### src/mtd_pkg.sv
// ----------------------------------------------------------------------------
// mtd_pkg
// Types and constants shared by the MFM track deframer and checksum unit.
// ----------------------------------------------------------------------------
package mtd_pkg;

  // Configuration register indexes
  localparam logic [3:0] CFG_SYNC_PATTERN = 4'd0;
  localparam logic [3:0] CFG_PAD_LONG     = 4'd1;
  localparam logic [3:0] CFG_PAD_SHORT    = 4'd2;
  localparam logic [3:0] CFG_BLOCK_WORDS  = 4'd3;

  // Register reset values
  localparam logic [15:0] SyncPatternRst = 16'h4489;
  localparam logic [31:0] PadLongRst     = 32'h5555_5149;
  localparam logic [15:0] PadShortRst    = 16'h452A;
  localparam logic [11:0] BlockWordsRst  = 12'd1538;

  localparam int SyncOffsetW = 20;
  localparam int ByteIndexW  = 13;

  typedef enum logic [4:0] {
    PH_HUNT = 5'b00001,
    PH_PADL = 5'b00010,
    PH_PADS = 5'b00100,
    PH_ODD  = 5'b01000,
    PH_EVEN = 5'b10000
  } phase_e;

  typedef struct packed {
    logic raw_bit;
    logic index_mark;
  } in_item_t;

  typedef struct packed {
    logic [7:0]             data_byte;
    logic [ByteIndexW-1:0]  byte_index;
    logic                   last_byte;
    logic                   checksum_ok;
    logic [SyncOffsetW-1:0] sync_offset;
  } out_item_t;

  typedef struct packed {
    logic [3:0]  reg_index;
    logic [31:0] wdata;
  } cfg_req_t;

  // Framer to checksum control
  typedef struct packed {
    logic       clear;
    logic       byte_en;
    logic       add_word;
    logic       check_word;
    logic [7:0] data_byte;
  } ck_ctrl_t;

endpackage

### src/mtd_checksum.sv
// ----------------------------------------------------------------------------
// mtd_checksum
// Big-endian word assembly, wrapping block sum and checksum compare.
// ----------------------------------------------------------------------------
module mtd_checksum
  import mtd_pkg::*;
(
  input  logic     clk_i,
  input  logic     rst_ni,
  input  ck_ctrl_t ctrl_i,
  output logic     sum_match_o
);

  logic [31:0] word_q, word_d, word_new;
  logic [31:0] sum_q, sum_d;
  logic        match_q, match_d;

  always_comb begin
    word_new = {word_q[23:0], ctrl_i.data_byte};
    word_d   = word_q;
    sum_d    = sum_q;
    match_d  = match_q;
    if (ctrl_i.clear) begin
      word_d  = '0;
      sum_d   = '0;
      match_d = 1'b0;
    end else if (ctrl_i.byte_en) begin
      word_d = word_new;
      if (ctrl_i.add_word) begin
        sum_d = sum_q + word_new;
      end
      if (ctrl_i.check_word) begin
        match_d = (sum_q == word_new);
      end
    end
  end

  always_ff @(posedge clk_i or negedge rst_ni) begin
    if (!rst_ni) begin
      word_q  <= '0;
      sum_q   <= '0;
      match_q <= 1'b0;
    end else begin
      word_q  <= word_d;
      sum_q   <= sum_d;
      match_q <= match_d;
    end
  end

  assign sum_match_o = match_q;

  a_clear_empties: assert property (@(posedge clk_i) disable iff (!rst_ni)
    ctrl_i.clear |=> (sum_q == 32'd0) && !match_q)
    else $error("checksum state not cleared at block start");

endmodule

### config.mk
export PLATFORM = sky130hd
export DESIGN_NAME = mtd_checksum
export DESIGN_NICKNAME = d
export VERILOG_FILES = /design/src/mtd_pkg.sv /design/src/mtd_checksum.sv
export SDC_FILE = /design/constraint.sdc
export NUM_CORES = 1
export LEC_CHECK = 0
export ABC_AREA = 0
export BUFFER_PORTS_ARGS = -buffer_cell sky130_fd_sc_hd__buf_2
export CAP_MARGIN = 20
export CORE_UTILIZATION = 63
export CTS_CLUSTER_DIAMETER = 150
export DETAILED_ROUTE_END_ITERATION = 10
export PLACE_DENSITY = 0.85
export SLEW_MARGIN = 5
export SYNTH_ARGS = -nofsm -noshare
export SYNTH_HDL_FRONTEND = slang
export SYNTH_SLANG_ARGS = --single-unit
### constraint.sdc
create_clock -name clk_i -period 3.16 [get_ports clk_i]
set_input_delay 0.474 -clock clk_i [delete_from_list [all_inputs] [get_ports clk_i]]
set_output_delay 0.474 -clock clk_i [all_outputs]
set_load 0.1 [all_outputs]
==> metrics.md, run 1 <==
| Metric | Value |
|---|---|
| Status | `complete, no violations` |
| DR pass1 iterations | `5` |
| Worst-path clk slew | `0.08 ns` |
| Max-Cap Viols | `0` |
| Worst slew pin tran | `1.03 ns` |
| Slew margin rel. | `31.0%` |
| Post-Route WL | `9670 um` |
| Initial core utilization | `66.4%` |
| Post-synthesis sequential area ratio | `35.9%` |
| # resized after CTS | `0` |
| First-pass GRT wire length | `15900 um` |
| Power per cell area | `414 nW/um2` |
| Worst path max stage delay | `0.37 ns` |
| Vias | `3435` |
| Worst Hold Class | `in -> async` |
| Flop pwr share | `44.1%` |
| Final Power | `1770 uW` |
| R2r endpoint | `sum_q[28]` |
| CTS sink count | `57` |
| CTS Buffer Depth | `2` |
| Post-synth top flop | `dfrtp_1` |
| Initial DRC count | `276` |
| Syn Nets | `490` |
| Multi-input gate area | `2410 um2` |
| Switching power share of the total | `30.7%` |
| Site Rows | `28` |
| Reg2reg path depth | `12` |
| Synth top area cells | `dfrtp_1 36%, ha_1 9.8%, mux2i_1 6.0%, a21oi_1 5.7%, nand2_1 5.0%` |
| Num ports | `15` |
| CTS buffer count | `9` |
| Setup_tns | `0 ns` |
| Lkg Pwr | `0.00210 uW` |
| Final setup fails | `0` |
| Avg Inst Size Synth | `8.95 um2` |
| Post-synth top area share | `35.9%` |
| Final worst-path cycle share | `91.3%` |
| Syn-to-layout area delta | `7.46%` |
| Total congestion overflow | `0` |
| IO buf count | `14` |
| Share of layout cells above drive strength 1 | `11.3%` |
| Synth Warn # | `0` |
| Initial antenna violation count | `0` |
| R2R Setup Slk | `0.27 ns` |
| Worst skew pair latency | `0.36 ns` |
| Final GP Congestion | `0.904` |
| Worst r2r src | `sum_q[0]` |
| CP Capture Type | `flip-flop` |
| Cell Area, Placed | `4070 um2` |
| Register area | `1430 um2` |
| Worst Path Required | `3.38 ns` |
| Achievable frequency | `0.347 GHz` |
| DRC | `0` |
| Post-Syn Area | `3980 um2` |
| CP arrival | `3.11 ns` |
| Most frequent cells in the layout | `57 x dfrtp_1, 53 x nand2_1, 45 x a21oi_1` |
| TritonCTS clock tree | `done` |
| Tmin final | `2.89 ns` |
| Post-DP HPWL | `6960 um` |
| VDD IR max | `0.394 mV` |
| Slowest CP cell | `fa_1` |
| Yosys cell types | `58` |
| Detail Route Antenna Nets | `0` |
| Fin. Hold Viols | `0` |
| EDFF count, synth | `0` |
| RSZ-0062 raised after global routing | `false` |
| Routed WL per cell | `18.3 um` |
| Commonest non-fill, non-tap cell in the layout | `dfrtp_1` |
| Clock Power Share | `40.7%` |
| Switching pwr | `543 uW` |
| Die Wd | `81.4 um` |
| Die area | `6630 um2` |
| Critical path class | `reg -> reg` |
| Crit Path Max Fanout | `4` |
| Placeable core area | `5990 um2` |
| Hold-fix buffers, CTS | `0` |
| H-tree Lvls | `3` |
| Ys async rst share | `100%` |
| Number of synthesized register bits | `57` |
| Most frequent CP cell | `nand4_1` |
| Yosys top cell by area | `dfrtp_1` |
| Diodes inserted | `0` |
| Cell Chain, Critical Path | `ha_1 -> inv_1 -> fa_1 -> and2b_1 -> o211ai_1 -> a31oi_1 -> nor2_1 -> o21a_2 -> a311oi_4 -> nand4_1 -> nand4_1 -> o311ai_1` |
| Via/cell ratio | `6.51` |
| Critical Path Source | `sum_q[0]` |
| Post-route cell area | `4270 um2` |
| Die Height | `81.4 um` |
| CP Launch Type | `flip-flop` |
| Combinational share of power | `15.3%` |
| Layout net count | `494` |
| Setup crit end | `sum_q[28]` |
| Worst Skew | `0.0136 ns` |
| Post-CTS setup buffers | `0` |
| Internal Dissipation | `1220 uW` |
| Largest net degree at the start of global routing | `39` |
| Vias in the first global route | `3224` |
| Clock Root Buffer | `clkbuf_8` |
| Mapped Cells | `444` |
| Gr usage total | `32.9%` |
| Fillers | `460` |
| Final Max Tran Viols | `0` |
## cell usage after synthesis, types with 7 or more instances
master and n:
xnor2_1 14, a21o_1 16, o21ai_0 15, buf_2 8
nand2_1 53, nor4_1 9, ha_1 31, a21oi_1 45
nor2_1 42, nand3_1 11, nand2b_1 7, clkbuf_1 16
dfrtp_1 57, nand4_1 8, mux2i_1 24
## worst min-delay path by stage
stage	from	endpoint	slack [ns]	cells after the start
after CTS	rst_ni	sum_q[31]	0.06	1
after detailed placement	rst_ni	sum_q[31]	0.45	1
after global placement	rst_ni	sum_q[31]	0.46	1
after global routing	rst_ni	sum_q[31]	0.08	1
after floorplan	rst_ni	sum_match_o	0.18	0
final	rst_ni	sum_q[31]	0.05	1
## final cells by class
type	count	share of cell area [%]
clock inverter	7	1.85
timing repair buffer	20	2.69
multi-input combinational	354	56.4
inverter	6	0.527
sequential	57	33.4
tap	75	2.20
clock buffer	9	2.90
## power by group through the flow
stage | combinational [uW] | sequential, uW | clock [uW]
floorplan | 196 | 781 | 0
detailed placement | 266 | 792 | 0
CTS | 268 | 778 | 718
global placement | 260 | 790 | 0
finish | 270 | 779 | 718
global route | 299 | 781 | 767
## worst max-delay path: cells and delay by family, from the launching register on
family / cells / cell delay, ns
adder cells (fa/ha/maj): 2 / 0.58
buffers and inverters: 1 / 0.07
AND/OR/NAND/NOR: 4 / 0.62
AO/OA/AOI/OAI: 5 / 1.12
flip-flops: 1 / 0.36
## sequential cells by signal, summed over array words and instances (netlist names)
name,flops
sum_match_o,1
sum_q,32
word_q,24
## cells by family (layout without fill, tap and decap cells)
kind of cell	after synthesis	in the layout	share of synthesized area (%)
muxes	24	24	6.04
buffers and inverters	33	42	3.46
and+or+nand+nor	160	160	19.4
xor gates and xnor gates	20	20	4.41
adders and majority gates	32	32	10.3
DFF	57	57	35.9
AOI/OAI and AO/OA	118	118	20.6
## metrics by stage
step | util [%] | setup WS (ns) | cells | hold WS [ns]
floorplan | - | 0.515 | 444 | 0.178
global placement | 67.9 | 0.170 | 512 | 0.457
detailed placement | 67.9 | 0.125 | 512 | 0.450
CTS | 71.3 | 0.301 | 528 | 0.0639
global route | 71.3 | 0.0942 | 528 | 0.0795
finish | 71.3 | 0.274 | 528 | 0.0517
## per-layer routing
metal  GRT usage (%)  wire length [um]  up-vias
li1                -                 -     1620
met1            42.5              4190     1685
met2            53.2              4630      108
met3            5.44               568       22
met4            16.8               288        0
met5               0                 0        -
(Power assumes the default switching activity.)
==> run 2, diff against run 1 <==
BUFFER_PORTS_ARGS = -buffer_cell sky130_fd_sc_hd__buf_4   (was -buffer_cell sky130_fd_sc_hd__buf_2)
CTS_CLUSTER_DIAMETER = unset   (was 150)
HOLD_SLACK_MARGIN = 0.15   (was unset)
==> metrics.md, run 2 (same netlist as run 1, synthesis figures left out) <==
| Metric | Value |
|---|---|
| Initial DRC count | `318 (was 276)` |
| Flop pwr share | `45.9% (was 44.1%)` |
| Vias | `3423 (was 3435)` |
| H-tree Lvls | `3 (unchanged)` |
| VDD IR max | `0.345 mV (was 0.394 mV)` |
| Worst skew pair latency | `0.35 ns (was 0.36 ns)` |
| Die Height | `81.4 um (unchanged)` |
| Routed WL per cell | `18.4 um (was 18.3 um)` |
| RSZ-0062 raised after global routing | `false (unchanged)` |
| Final setup fails | `0 (unchanged)` |
| Syn-to-layout area delta | `7.46% (unchanged)` |
| Site Rows | `28 (unchanged)` |
| Post-DP HPWL | `6780 um (was 6960 um)` |
| Hold-fix buffers, CTS | `0 (unchanged)` |
| Achievable frequency | `0.339 GHz (was 0.347 GHz)` |
| Most flops, register | `sum_q (unchanged)` |
| CP arrival | `3.16 ns (was 3.11 ns)` |
| Vias in the first global route | `3201 (was 3224)` |
| Worst-path clk slew | `0.07 ns (was 0.08 ns)` |
| # resized after CTS | `0 (unchanged)` |
| Switching pwr | `511 uW (was 543 uW)` |
| First-pass GRT wire length | `15600 um (was 15900 um)` |
| Worst Hold Class | `in -> async (unchanged)` |
| Post-Route WL | `9660 um (was 9670 um)` |
| Setup_tns | `0 ns (unchanged)` |
| Share of layout cells above drive strength 1 | `10.6% (was 11.3%)` |
| Reg2reg path depth | `12 (unchanged)` |
| Combinational share of power | `16.2% (was 15.3%)` |
| Diodes inserted | `0 (unchanged)` |
| Final GP Congestion | `0.928 (was 0.904)` |
| Final worst-path cycle share | `93.4% (was 91.3%)` |
| Layout net count | `492 (was 494)` |
| Slew margin rel. | `51.4% (was 31.0%)` |
| Post-CTS setup buffers | `0 (unchanged)` |
| Tmin final | `2.95 ns (was 2.89 ns)` |
| IO buf count | `14 (unchanged)` |
| Critical path class | `reg -> reg (unchanged)` |
| Final Util | `71.3% (unchanged)` |
| Largest net degree at the start of global routing | `58 (was 39)` |
| DRC | `0 (unchanged)` |
| Placeable core area | `5990 um2 (unchanged)` |
| Most frequent cells in the layout | `57 x dfrtp_1, 53 x nand2_1, 45 x a21oi_1 (unchanged)` |
| Commonest non-fill, non-tap cell in the layout | `dfrtp_1 (unchanged)` |
| Switching power share of the total | `30.1% (was 30.7%)` |
| Detail Route Antenna Nets | `0 (unchanged)` |
| Internal Dissipation | `1180 uW (was 1220 uW)` |
| Via/cell ratio | `6.51 (about the same)` |
| Clock Power Share | `37.9% (was 40.7%)` |
| Die Wd | `81.4 um (unchanged)` |
| DR pass1 iterations | `5 (unchanged)` |
| CTS sink count | `57 (unchanged)` |
| Final Power | `1700 uW (was 1770 uW)` |
| Final Max Tran Viols | `0 (unchanged)` |
| CP Launch Type | `flip-flop (unchanged)` |
| Max reg flops | `32 (unchanged)` |
| Final worst hold slack | `0.185 ns (was 0.0517 ns)` |
| Lkg Pwr | `0.00210 uW (about the same)` |
| Crit Path Max Fanout | `4 (unchanged)` |
| Die area | `6630 um2 (unchanged)` |
| Worst Path Required | `3.37 ns (was 3.38 ns)` |
| Max-Cap Viols | `0 (unchanged)` |
| Clock Root Buffer | `clkbuf_8 (unchanged)` |
| CP Capture Type | `flip-flop (unchanged)` |
| Num ports | `15 (unchanged)` |
| CTS buffer count | `9 (unchanged)` |
| Gr usage total | `32.1% (was 32.9%)` |
| Status | `complete, no violations (unchanged)` |
| Initial core utilization | `66.4% (unchanged)` |
| Total congestion overflow | `0 (unchanged)` |
| Worst Skew | `0.00954 ns (was 0.0136 ns)` |
| Initial antenna violation count | `0 (unchanged)` |
| Worst slew pin tran | `0.729 ns (was 1.03 ns)` |
| Power per cell area | `397 nW/um2 (was 414 nW/um2)` |
| TritonCTS clock tree | `done (unchanged)` |
| CTS Buffer Depth | `2 (unchanged)` |
| Fin. Hold Viols | `0 (unchanged)` |
run 2: cell count changes in the layout (fill, tap and decap cells not counted):
| cell | previous run | this run |
|---|---|---|
| buf_2 | 14 | 0 |
| clkinv_4 | 1 | 0 |
| clkbuf_1 | 0 | 1 |
| clkinv_2 | 0 | 1 |
| bufinv_16 | 1 | 0 |
| buf_4 | 6 | 18 |
| clkbuf_8 | 9 | 11 |
| inv_6 | 2 | 0 |
run 2: area by class of cell:
| type | instances | area [um2] |
|---|---|---|
| multi-input combinational | 354 | 2410 |
| fill | 448 | 1720 |
| sequential | 57 | 1430 |
| clock buffer | 12 | 155 |
| timing repair buffer | 18 | 135 |
| tap | 75 | 93.8 |
| clock inverter | 4 | 27.5 |
| inverter | 6 | 22.5 |
run 2: power groups by stage:
| stage | clock (uW) | sequential (uW) | combinational, uW |
|---|---|---|---|
| floorplan | 0 | 781 | 196 |
| global placement | 0 | 790 | 262 |
| detailed placement | 0 | 791 | 271 |
| CTS | 644 | 777 | 273 |
| global route | 676 | 780 | 302 |
| finish | 642 | 778 | 275 |
run 2: layer usage:
metal | GRT usage [%] | part of all wire, %
met1 | 41.5 | 44
met2 | 52.6 | 47
met3 | 4.78 | 5.5
met4 | 15.4 | 3.1
met5 | 0 | 0
run 2: final timing paths:
path                                  start           to  slack, ns
max in group asynchronous            rst_ni   word_q[13]       2.49
worst min-delay path                 rst_ni    sum_q[31]       0.19
worst max-delay path               sum_q[0]    sum_q[26]       0.21
worst max register to register     sum_q[0]    sum_q[26]       0.21
min in group clk_i                ctrl_i[4]    word_q[4]       0.39
worst min register to register  sum_match_o  sum_match_o       0.49
run 2: critical path: stages, from the launching register on:
cell and delay [ns]:
dfrtp_1 0.35, ha_1 0.21, inv_1 0.07, fa_1 0.38, and2b_1 0.26, o211ai_1 0.15, a31oi_1 0.33, nor2_1 0.11
o21a_2 0.26, a311oi_4 0.31, a31oi_1 0.15, xor2_1 0.16, o21ai_1 0.08
run 2: per-stage QoR:
stage | area [um2] | std cells | setup slack [ns]
6_report | 4270 | 526 | 0.208
5_1_grt | 4270 | 526 | 0.0465
4_1_cts | 4270 | 526 | 0.265
3_5_place_dp | 4090 | 510 | 0.0806
3_3_place_gp | 4090 | 510 | 0.180
2_1_floorplan | 3980 | 444 | 0.515
