### config.mk
export PLATFORM = sky130hd
export DESIGN_NAME = mtd_framer
export DESIGN_NICKNAME = d
export VERILOG_FILES = /design/src/mtd_pkg.sv /design/src/mtd_framer.sv
export SDC_FILE = /design/constraint.sdc
export NUM_CORES = 1
export LEC_CHECK = 0
export BUFFER_PORTS_ARGS = -buffer_cell sky130_fd_sc_hd__buf_2
export CORE_UTILIZATION = 25
export CTS_BUF_LIST = sky130_fd_sc_hd__clkbuf_4 sky130_fd_sc_hd__clkbuf_8
export DETAILED_ROUTE_END_ITERATION = 12
export SKIP_LAST_GASP = 1
export SLEW_MARGIN = 25
export SYNTH_ARGS = -nofsm -noshare
export SYNTH_HDL_FRONTEND = slang
export SYNTH_SLANG_ARGS = --single-unit
### constraint.sdc
create_clock -name clk_i -period 3.75 [get_ports clk_i]
set_input_delay 0.5625 -clock clk_i [delete_from_list [all_inputs] [get_ports clk_i]]
set_output_delay 0.5625 -clock clk_i [all_outputs]
set_load 0.01 [all_outputs]
### src/mtd_pkg.sv
// ----------------------------------------------------------------------------
// mtd_pkg
// Types and constants shared by the MFM track deframer and checksum unit.
// ----------------------------------------------------------------------------
package mtd_pkg;

  // Configuration register indexes
  localparam logic [3:0] CFG_SYNC_PATTERN = 4'd0;
  localparam logic [3:0] CFG_PAD_LONG     = 4'd1;
  localparam logic [3:0] CFG_PAD_SHORT    = 4'd2;
  localparam logic [3:0] CFG_BLOCK_WORDS  = 4'd3;

  // Register reset values
  localparam logic [15:0] SyncPatternRst = 16'h4489;
  localparam logic [31:0] PadLongRst     = 32'h5555_5149;
  localparam logic [15:0] PadShortRst    = 16'h452A;
  localparam logic [11:0] BlockWordsRst  = 12'd1538;

  localparam int SyncOffsetW = 20;
  localparam int ByteIndexW  = 13;

  typedef enum logic [4:0] {
    PH_HUNT = 5'b00001,
    PH_PADL = 5'b00010,
    PH_PADS = 5'b00100,
    PH_ODD  = 5'b01000,
    PH_EVEN = 5'b10000
  } phase_e;

  typedef struct packed {
    logic raw_bit;
    logic index_mark;
  } in_item_t;

  typedef struct packed {
    logic [7:0]             data_byte;
    logic [ByteIndexW-1:0]  byte_index;
    logic                   last_byte;
    logic                   checksum_ok;
    logic [SyncOffsetW-1:0] sync_offset;
  } out_item_t;

  typedef struct packed {
    logic [3:0]  reg_index;
    logic [31:0] wdata;
  } cfg_req_t;

  // Framer to checksum control
  typedef struct packed {
    logic       clear;
    logic       byte_en;
    logic       add_word;
    logic       check_word;
    logic [7:0] data_byte;
  } ck_ctrl_t;

endpackage

### src/mtd_framer.sv
// ----------------------------------------------------------------------------
// mtd_framer
// Sync hunt, padding check, odd/even half sequencing and byte decode.
// ----------------------------------------------------------------------------
module mtd_framer
  import mtd_pkg::*;
#(
  parameter int MaxBlockBytes = 8192,
  parameter int PositionBits  = 20,
  localparam int AddrW = $clog2(MaxBlockBytes)
) (
  input  logic             clk_i,
  input  logic             rst_ni,
  input  logic             in_fire_i,
  input  in_item_t         in_item_i,
  input  logic [15:0]      cfg_sync_i,
  input  logic [31:0]      cfg_pad_long_i,
  input  logic [15:0]      cfg_pad_short_i,
  input  logic [11:0]      cfg_words_i,
  output logic             ram_we_o,
  output logic [AddrW-1:0] ram_addr_o,
  output logic [3:0]       ram_wdata_o,
  input  logic [3:0]       ram_rdata_i,
  output ck_ctrl_t         ck_ctrl_o,
  input  logic             sum_match_i,
  output logic             emit_pending_o,
  output logic             emit_o,
  output out_item_t        item_o
);

  localparam int CountW   = $clog2(MaxBlockBytes + 1);
  localparam int MaxWords = MaxBlockBytes / 4;
  localparam int WordsW   = $clog2(MaxWords + 1);

  phase_e                  phase_q, phase_d;
  logic [31:0]             shift_q, shift_d, shift_new;
  logic [4:0]              bit_count_q, bit_count_d, bc_inc;
  logic [CountW-1:0]       byte_count_q, byte_count_d;
  logic [PositionBits-1:0] bit_pos_q, bit_pos_d, pos;
  logic [PositionBits-1:0] sync_pos_q, sync_pos_d;
  logic [WordsW-1:0]       words_q, words_d, words_clamp;
  logic [31:0]             bw32, idx32, bytes32, sync32, word_idx32, words32;
  logic [7:0]              b, dbyte;
  logic                    last;

  // Clamp the configured length into the supported range
  always_comb begin
    bw32 = 32'(cfg_words_i);
    if (bw32 < 32'd3) begin
      words_clamp = WordsW'(3);
    end else if (bw32 > 32'(MaxWords)) begin
      words_clamp = WordsW'(MaxWords);
    end else begin
      words_clamp = WordsW'(bw32);
    end
  end

  assign idx32      = 32'(byte_count_q);
  assign words32    = 32'(words_q);
  assign bytes32    = words32 << 2;
  assign word_idx32 = idx32 >> 2;
  assign sync32     = 32'(sync_pos_q);
  assign shift_new  = {shift_q[30:0], in_item_i.raw_bit};
  assign b          = shift_new[7:0];
  assign dbyte      = {ram_rdata_i[3], b[6], ram_rdata_i[2], b[4],
                       ram_rdata_i[1], b[2], ram_rdata_i[0], b[0]};
  assign last       = (idx32 + 32'd1) >= bytes32;

  always_comb begin
    pos          = in_item_i.index_mark ? '0 : bit_pos_q;
    bc_inc       = bit_count_q + 5'd1;
    phase_d      = phase_q;
    shift_d      = shift_q;
    bit_count_d  = bit_count_q;
    byte_count_d = byte_count_q;
    bit_pos_d    = bit_pos_q;
    sync_pos_d   = sync_pos_q;
    words_d      = words_q;
    ram_we_o     = 1'b0;
    emit_o       = 1'b0;
    ck_ctrl_o    = '{clear: 1'b0, byte_en: 1'b0, add_word: 1'b0, check_word: 1'b0,
                     data_byte: dbyte};
    if (in_fire_i) begin
      bit_pos_d = pos + PositionBits'(1);
      shift_d   = shift_new;
      case (phase_q)
        PH_HUNT: begin
          if (shift_new[15:0] == cfg_sync_i) begin
            sync_pos_d  = pos - PositionBits'(15);
            words_d     = words_clamp;
            phase_d     = PH_PADL;
            bit_count_d = '0;
          end
        end
        PH_PADL: begin
          bit_count_d = bc_inc;
          if (bc_inc == 5'd0) begin
            phase_d = (shift_new == cfg_pad_long_i) ? PH_PADS : PH_HUNT;
          end
        end
        PH_PADS: begin
          bit_count_d = bc_inc;
          if (bc_inc == 5'd16) begin
            bit_count_d  = '0;
            byte_count_d = '0;
            if (shift_new[15:0] == cfg_pad_short_i) begin
              phase_d         = PH_ODD;
              ck_ctrl_o.clear = 1'b1;
            end else begin
              phase_d = PH_HUNT;
            end
          end
        end
        PH_ODD: begin
          bit_count_d = bc_inc;
          if (bc_inc == 5'd8) begin
            bit_count_d  = '0;
            ram_we_o     = 1'b1;
            byte_count_d = byte_count_q + CountW'(1);
            if (last) begin
              byte_count_d = '0;
              phase_d      = PH_EVEN;
            end
          end
        end
        PH_EVEN: begin
          bit_count_d = bc_inc;
          if (bc_inc == 5'd8) begin
            bit_count_d          = '0;
            emit_o               = 1'b1;
            ck_ctrl_o.byte_en    = 1'b1;
            ck_ctrl_o.add_word   = (idx32[1:0] == 2'd3) && (word_idx32 < words32 - 32'd2);
            ck_ctrl_o.check_word = (idx32[1:0] == 2'd3) && (word_idx32 == words32 - 32'd2);
            byte_count_d         = byte_count_q + CountW'(1);
            if (last) begin
              byte_count_d = '0;
              phase_d      = PH_HUNT;
            end
          end
        end
        default: begin
          phase_d     = PH_HUNT;
          bit_count_d = '0;
        end
      endcase
    end
  end

  always_ff @(posedge clk_i or negedge rst_ni) begin
    if (!rst_ni) begin
      phase_q      <= PH_HUNT;
      shift_q      <= '0;
      bit_count_q  <= '0;
      byte_count_q <= '0;
      bit_pos_q    <= '0;
      sync_pos_q   <= '0;
      words_q      <= '0;
    end else begin
      phase_q      <= phase_d;
      shift_q      <= shift_d;
      bit_count_q  <= bit_count_d;
      byte_count_q <= byte_count_d;
      bit_pos_q    <= bit_pos_d;
      sync_pos_q   <= sync_pos_d;
      words_q      <= words_d;
    end
  end

  // Same address serves write (odd half) and read (even half)
  assign ram_addr_o     = byte_count_q[AddrW-1:0];
  assign ram_wdata_o    = {b[6], b[4], b[2], b[0]};
  assign emit_pending_o = (phase_q == PH_EVEN) && (bit_count_q == 5'd7);

  assign item_o.data_byte   = dbyte;
  assign item_o.byte_index  = idx32[ByteIndexW-1:0];
  assign item_o.last_byte   = last;
  assign item_o.checksum_ok = last && sum_match_i;
  assign item_o.sync_offset = sync32[SyncOffsetW-1:0];

  a_byte_phase_count: assert property (@(posedge clk_i) disable iff (!rst_ni)
    (phase_q == PH_ODD || phase_q == PH_EVEN) |-> bit_count_q < 5'd8)
    else $error("bit count out of byte range in data phase");

  a_even_in_block: assert property (@(posedge clk_i) disable iff (!rst_ni)
    (phase_q == PH_EVEN) |-> idx32 < bytes32)
    else $error("even half reads beyond block length");

endmodule

==> summary by stage, run 1 <==
Timing
The post-route worst setup slack is 0.0891 ns. The worst path uses 97.6% of the clock period. Setup repair after global routing could not meet its margin everywhere. Setup violations remaining at the end of the flow were counted as 0. Derived from the worst setup path, the maximum achievable clock frequency is 273 MHz. The final hold violation count is 0. The max-slew violation total from the final report came to 0. The worst setup skew after layout is 0.0309 ns. The pin slew with the least headroom to its limit is 1.02 ns. In the final timing run, aggregate negative setup slack is 0 ns. For the finished layout, the period the worst path requires is 3.66 ns. The headroom to the max-slew limit is 31.3%.

Global route
The via count of the first global-routing pass is 5,776. The wire length of the first global-routing pass is 30.4 mm. The pin count of the biggest net entering global routing is 61. The number of antenna violations at the first check in global routing is 3.

In the global route stage, overall resource usage came out at 13.4%. The total global routing overflow is 0.

Critical path
Of all nets on the critical path, the largest fanout is 4. Data arrives at the worst endpoint at 3.10 ns. The worst setup path is launched from a flip-flop. The path depth of the worst reg2reg path is 13.

The beginning of the worst register-to-register path is byte_count_q[2]. STA classifies the critical path endpoint as an output pin. The data required time of the critical path is 3.19 ns.

The start point of the critical path is byte_count_q[2]. In this run the register-to-register setup slack is 0.31 ns. The kind of critical path is reg -> out.

Synth
The predominant post-synthesis flop cell is dfrtp_1. The post-synthesis share of cell area spent on full adders, half adders and majority gates is 5.09%. Yosys attributes the largest share of cell area to dfrtp_1 37%, xnor2_1 11%, mux2_2 5.5%, buf_4 5.3%, ha_1 5.1%. Counting instances in the post-synthesis netlist gives the leading cell types as 106 x dfrtp_1, 87 x xnor2_1, 64 x nand2_1. The most common cell in the synthesized netlist is dfrtp_1.

The top cell type by area accounts for 37.2% of the synthesized area. The sequential element share of the synthesized area is 37.6%. The post-synthesis cell type count is 54. Yosys printed 0 warnings. Counting every net in the synthesized netlist gives 881. Counting every instance in the synthesized netlist gives 766. The post-synthesis area per instance is 9.30 um^2. The mux share of post-synthesis cell area is 6.66%. The largest family of logic cells by synthesized area is simple AND/OR/NAND/NOR gates. Of the total synthesized cell area, the portion taken by AND, OR, NAND and NOR gates is 17.8%. The mapped netlist covers 7120 um^2. After Yosys synthesis, XOR and XNOR cells account for 14.3% of the synthesized area. The register bit count reported by yosys is 107.

The largest total area in the synthesized netlist belongs to dfrtp_1. The synthesized design contains 0 enable-type register cells. The share of synthesized flip-flops with an asynchronous set or reset is 100%.

The compound-gate portion of the synthesized area is 10.3%.

CTS
The root cell of the clock tree is clkbuf_8. TritonCTS built the clock tree. The clock passes through at most 2 buffers. The clock-pin slew reported for the worst setup and hold paths after clock tree synthesis is 0.12 ns.

Hold repair after CTS inserted 0 buffers. The H-tree was split into 3 levels. In this run, CTS created clock tree buffers numbering 9. The clock latency on the worst-skew pair is 0.41 ns.

The count of clock tree sinks is 107.

Place
At the end of routability-driven placement, the weighted congestion stood at 0.856. The total of buffers placed on input and output ports is 148. The sum of net half-perimeters after detailed placement is 14.5 mm. The minimum setup slack after placement is 0.0572 ns.

Floorplan
The die covers 29,200 um^2. The total I/O pin count is 161. The die height is 171 um. The row count is 61.

For this configuration, the core starts out at a cell density of 25.5%. The region available for standard cell placement spans 27,900 um^2. The die span in x is 171 um.

Finish
Registers take 2680 um^2. The post-route netlist has 28.5% of its cells at a drive strength greater than 1. The area of combinational cells with multiple inputs is 3920 um^2.

Counting the fill cells in the layout gives 2,996. The final layout contains 990 nets. The area growth from synthesis to layout is 17.0%.

Run status
The run finished with clean final reports.

Power
In this run the power spent charging and discharging nets is 1.15 mW. Net switching is 35.8% of the power. The cell area power density is 386 nW/um^2. The power share of the combinational group is 27.0%. Registers are responsible for 49.2% of the overall power. The clock network burns 23.8% of the power.

The leakage power summed over all cells is 3.82 nW. Cell internal power was estimated by the tool at 2.07 mW. The maximum vdd ir drop is 0.235 mV.

Drt
The first TritonRoute pass finished after 5 iterations. The via density per instance is 4.56. The DRC violation count after routing is 0.

The final wirelength is 18.9 mm. The detailed-route wire length per cell is 15.0 um. The first routing iteration left 266 violations. The total via count after detailed routing is 5,747.

The count of antenna-violating nets left after detailed routing is 0.

Hold path
The path category of the worst min-delay check is in -> async.

Job
The number of max-cap violations is 0.
## cells in the final DEF, fill, tap and decap left out, drive strengths merged, types with 3 or more instances in the layout
cell type,instances
xor2,29
a211oi,3
nand4,24
and2,4
mux2,35
inv,32
buf,174
or4,3
nor2b,11
nand3b,6
xnor2,87
nor4,15
clkbuf,9
a22o,5
a21oi,31
o31ai,7
a31oi,9
a21o,6
o211ai,3
nor3,16
or2,3
nor2,56
nand2b,7
dfrtp,106
nand3,27
ha,29
nor3b,3
nand2,64
and3,10
o21ai,34
mux2i,8
o22ai,7
diode,3
## registers in the layout (all words and copies together) (netlist names)
signal,flops
bit_count_q,5
bit_pos_q,20
byte_count_q,14
phase_q,5
shift_q,31
sync_pos_q,20
words_q,12
## cells by family after synthesis
group / count (synthesis)
buf+inv: 103
compound gates: 116
flops: 107
mux: 43
xor+xnor: 116
simple gates: 252
fa+ha+maj: 29
## stage by stage
step / util [%] / power [mW] / hold WS (ns) / instances / area, um^2
after floorplan: - / 2.23 / 0.267 / 766 / 7120
after global placement: 28.6 / 2.46 / 0.462 / 1233 / 7980
after detailed placement: 28.6 / 2.49 / 0.473 / 1233 / 7980
after CTS: 29.5 / 3.28 / 0.235 / 1255 / 8250
after global routing: 29.8 / 3.43 / 0.273 / 1261 / 8330
final: 29.8 / 3.22 / 0.232 / 1261 / 8330
## timing repair
item	in CTS	in global routing
cloned	0	0
buffers inserted	6	3
pin swaps	3	10
endpoints found under the setup margin	2	3
gates resized for setup	10	10
## area by class of cell
type | count | area share (%)
antenna | 3 | 0.0901
clock buffer | 9 | 1.49
clock inverter | 7 | 1.01
inverter | 27 | 1.22
multi-input combinational | 556 | 47.0
sequential | 107 | 32.2
tap | 378 | 5.68
timing repair buffer | 174 | 11.3
## path summary, 6_finish.rpt
kind,endpoint
worst max-delay path,item_o[20]
worst min-delay path,bit_pos_q[5]
worst max register to register,byte_count_q[8]
worst min register to register,sync_pos_q[3]
max in group asynchronous,shift_q[28]
min in group clk_i,words_q[6]
## worst max-delay path: stages, from the launching register on
cell,delay [ns]
dfrtp_2,0.40
and3_1,0.20
nand3_2,0.11
nor2_2,0.19
and3_4,0.22
xor2_2,0.18
ha_1,0.27
and3_4,0.16
a221o_1,0.35
a211oi_4,0.28
nand2_2,0.10
and2_4,0.15
buf_6,0.11
## power by group through the flow
stage                     combinational, mW  clock (mW)  sequential, mW
after floorplan                       0.723           0            1.50
after CTS                             0.882       0.809            1.59
after global placement                0.860           0            1.60
final                                 0.869       0.765            1.58
after detailed placement              0.879           0            1.61
after global routing                  0.971       0.845            1.62
## per-layer routing
metal / track usage, % / vias up / part of all wire, %
met5: 0 / - / 0
met3: 2.80 / 15 / 4.3
li1: - / 2853 / -
met4: 4.27 / 0 / 1.5
met2: 22.1 / 113 / 48
met1: 17.3 / 2766 / 46
(Power assumes the default switching activity.)
==> inputs of run 2 (changes only) <==
--- a/config.mk
+++ b/config.mk
@@ -9,6 +9,7 @@
 export CORE_UTILIZATION = 25
 export CTS_BUF_LIST = sky130_fd_sc_hd__clkbuf_4 sky130_fd_sc_hd__clkbuf_8
 export DETAILED_ROUTE_END_ITERATION = 12
+export RECOVER_POWER = 100
 export SKIP_LAST_GASP = 1
 export SLEW_MARGIN = 25
 export SYNTH_ARGS = -nofsm -noshare
==> run 2 against run 1 <==
The flow now finishes with violations (max-capacitance violations, max-slew violations). Worst setup slack better by 0.0087 ns. First-iteration DRC count up 1.1%. Die area unchanged. Clock skew about the same. Combinational power about the same. Via count about the same. Global-route usage unchanged. Sequential cell count unchanged. Clock power about the same. Critical path type unchanged. Largest cell class unchanged. Highest routed layer unchanged.
==> summary by stage, run 2 (synthesis gave the netlist of run 1 again) <==
Timing
The final critical-path required period is 3.65 ns (-0.00867 ns). The pin slew with the least headroom to its limit was 1.69 ns (+0.667 ns). The total negative slack for setup checks came to 0 ns (unchanged). The headroom to the max-slew limit was -12.5% (-44 points). The final count of negative-setup-slack endpoints is 0 (unchanged). The max-slew violation total from the final report is 125 (+125). Setup repair after global routing could not meet its margin everywhere. The share of the clock period used by the worst path came to 97.4% (-0.23 points). The maximum clock frequency is 274 MHz (+0.24%). The worst hold margin was 0.392 ns (+0.160 ns). The worst setup skew after layout was 0.0310 ns (+0.0000896 ns).

The final hold violation count is 0 (unchanged).

CTS
The largest buffer count on any clock path is 2 (unchanged). The maximum level of the CTS H-tree came to 3 (unchanged). TritonCTS built the clock tree. The clock latency on the worst-skew pair came to 0.41 ns (about the same). The number of clock buffers inserted by TritonCTS was 9 (unchanged).

In this run the clock root is driven by a clkbuf_8. The count of clock tree sinks came to 107 (unchanged). The clock-pin slew reported for the worst setup and hold paths after clock tree synthesis is 0.12 ns (about the same). The number of buffers added to fix hold violations after cts is 0 (unchanged).

Power
The sequential power share was 49.2% (about the same). The maximum vdd ir drop came to 0.235 mV (about the same). The power share of the combinational group was 27.0% (about the same).

The net switching fraction of the power came to 35.7% (-0.041 points). The switching power total is 1.15 mW (-0.27%). The cell internal power dissipation came to 2.06 mW (about the same). The post-route total power is 3.21 mW (-0.15%). The leakage power summed over all cells is 3.68 nW (-3.5%).

The cell area power density was 388 nW/um^2 (+0.53%). The part of the power in the clock network is 23.8% (about the same).

Drt
The count of antenna-violating nets left after detailed routing is 0 (unchanged). The DRC violation count after routing is 0 (unchanged). The total via count after detailed routing was 5,749 (+0.035%). The number of optimization iterations in the first detailed-route pass was 4 (-1). The detailed-route wire length per cell is 15.0 um (about the same). The via density per instance is 4.56 (about the same). The final wirelength is 18.9 mm (about the same). The initial DRC count came to 269 (+1.1%).

Critical path
The kind of critical path is reg -> out. The data required time of the critical path came to 3.19 ns (about the same). The type of destination of the critical path is an output pin.

The peak fanout along the critical path is 3 (-1). The critical path arrival was 3.09 ns (about the same). The worst setup path is launched from a flip-flop.

Finish
The area growth from synthesis to layout is 16.2%. The share of post-route cells with drive strength above 1 came to 24.8% (-3.7 points). Ranked by flip-flop count, first place goes to shift_q.

The library cells used most frequently in the layout, excluding fill and tap cells, are 118 x buf_2, 104 x dfrtp_1, 87 x xnor2_1. The number of nets at the end of the flow is 990 (unchanged). In the final layout, the registers with the most flip-flops are shift_q (31), bit_pos_q (20), sync_pos_q (20). The post-route cell area is 8280 um^2 (-0.68%). The most common cell after layout, fill and taps aside is buf_2. The flip-flop count of the largest register after layout is 31 (unchanged).

Floorplan
The effective utilization at floorplan came to 25.5% (unchanged). The total I/O pin count is 161 (unchanged). The die height was 171 um (unchanged).

The row count was 61 (unchanged). The area of the die was 29,200 um^2 (unchanged). The die span in x is 171 um (unchanged). The floorplan core area is 27,900 um^2 (unchanged).

Place
The placer congestion estimate is 0.856 (unchanged). The sum of net half-perimeters after detailed placement came to 14.5 mm (unchanged). The total of buffers placed on input and output ports came to 148 (unchanged). The area after detailed placement is 7980 um^2 (unchanged).

Hold path
The tightest min-delay check is of the in -> reg type.

Global route
The number of antenna violations at the first check in global routing is 3 (unchanged). The wire length of the first global-routing pass is 30.4 mm (unchanged). The total routing resource utilization after global routing came to 13.4% (unchanged).

The via count of the first global-routing pass is 5,776 (unchanged). The pin count of the biggest net entering global routing is 61 (unchanged). The total global routing overflow is 0 (unchanged).

Job
The number of max-cap violations is 3 (+3).

Run status
The checks that failed: max-capacitance violations, max-slew violations. The flow ran to the end, but the final reports show violations.
## run 2: final timing paths
kind	startpoint	endpoint	slack, ns	cells past startpoint
worst max-delay path	byte_count_q[3]	item_o[20]	0.1	12
worst min-delay path	cfg_words_i[6]	words_q[6]	0.39	2
worst max register to register	byte_count_q[3]	byte_count_q[8]	0.32	13
worst min register to register	sync_pos_q[3]	sync_pos_q[3]	0.50	2
max in group asynchronous	rst_ni	shift_q[28]	0.97	2
min in group asynchronous	rst_ni	sync_pos_q[0]	0.54	1
## run 2: worst max-delay path: stages (launching register included)
cell	delay, ns
dfrtp_1	0.38
and3_1	0.21
nand3_2	0.11
nor2_2	0.19
and3_4	0.22
xor2_2	0.18
ha_1	0.27
and3_4	0.16
a221o_1	0.35
a211oi_4	0.28
nand2_2	0.10
and2_4	0.15
buf_6	0.11
## run 2: through the flow
stage / setup WS (ns) / util, % / std cells
after floorplan: 0.393 / - / 766
after global placement: 0.163 / 28.6 / 1233
after detailed placement: 0.0572 / 28.6 / 1233
after CTS: 0.000949 / 29.5 / 1255
after global routing: -0.0544 / 29.6 / 1261
final: 0.0978 / 29.6 / 1261
## run 2: timing repair
| item | CTS | global route |
|---|---|---|
| gates resized for setup | 10 | 10 |
| setup endpoints to repair | 2 | 3 |
| pin swaps | 3 | 10 |
| buffers inserted | 6 | 3 |
## run 2: layer usage
layer	global-route usage, %	share of wire, %	up-vias	wire length [um]
met2	22.1	48	132	9090
li1	-	-	2860	-
met5	0	0	-	0
met3	2.80	5.1	15	960
met1	17.3	45	2742	8540
met4	4.27	1.5	0	282
## run 2: layout make-up
type	count	area, um^2
fill	3014	19700
multi-input combinational	556	3920
sequential	107	2680
timing repair buffer	174	888
tap	378	473
clock buffer	9	124
inverter	27	101
clock inverter	7	83.8
antenna	3	7.51
## run 2: power groups by stage
stage                     Combinational [mW]  Clock (mW)  Sequential, mW
final                                  0.866       0.765            1.58
after global routing                   0.970       0.845            1.62
after CTS                              0.882       0.809            1.59
after detailed placement               0.879           0            1.61
after global placement                 0.860           0            1.60
after floorplan                        0.723           0            1.50
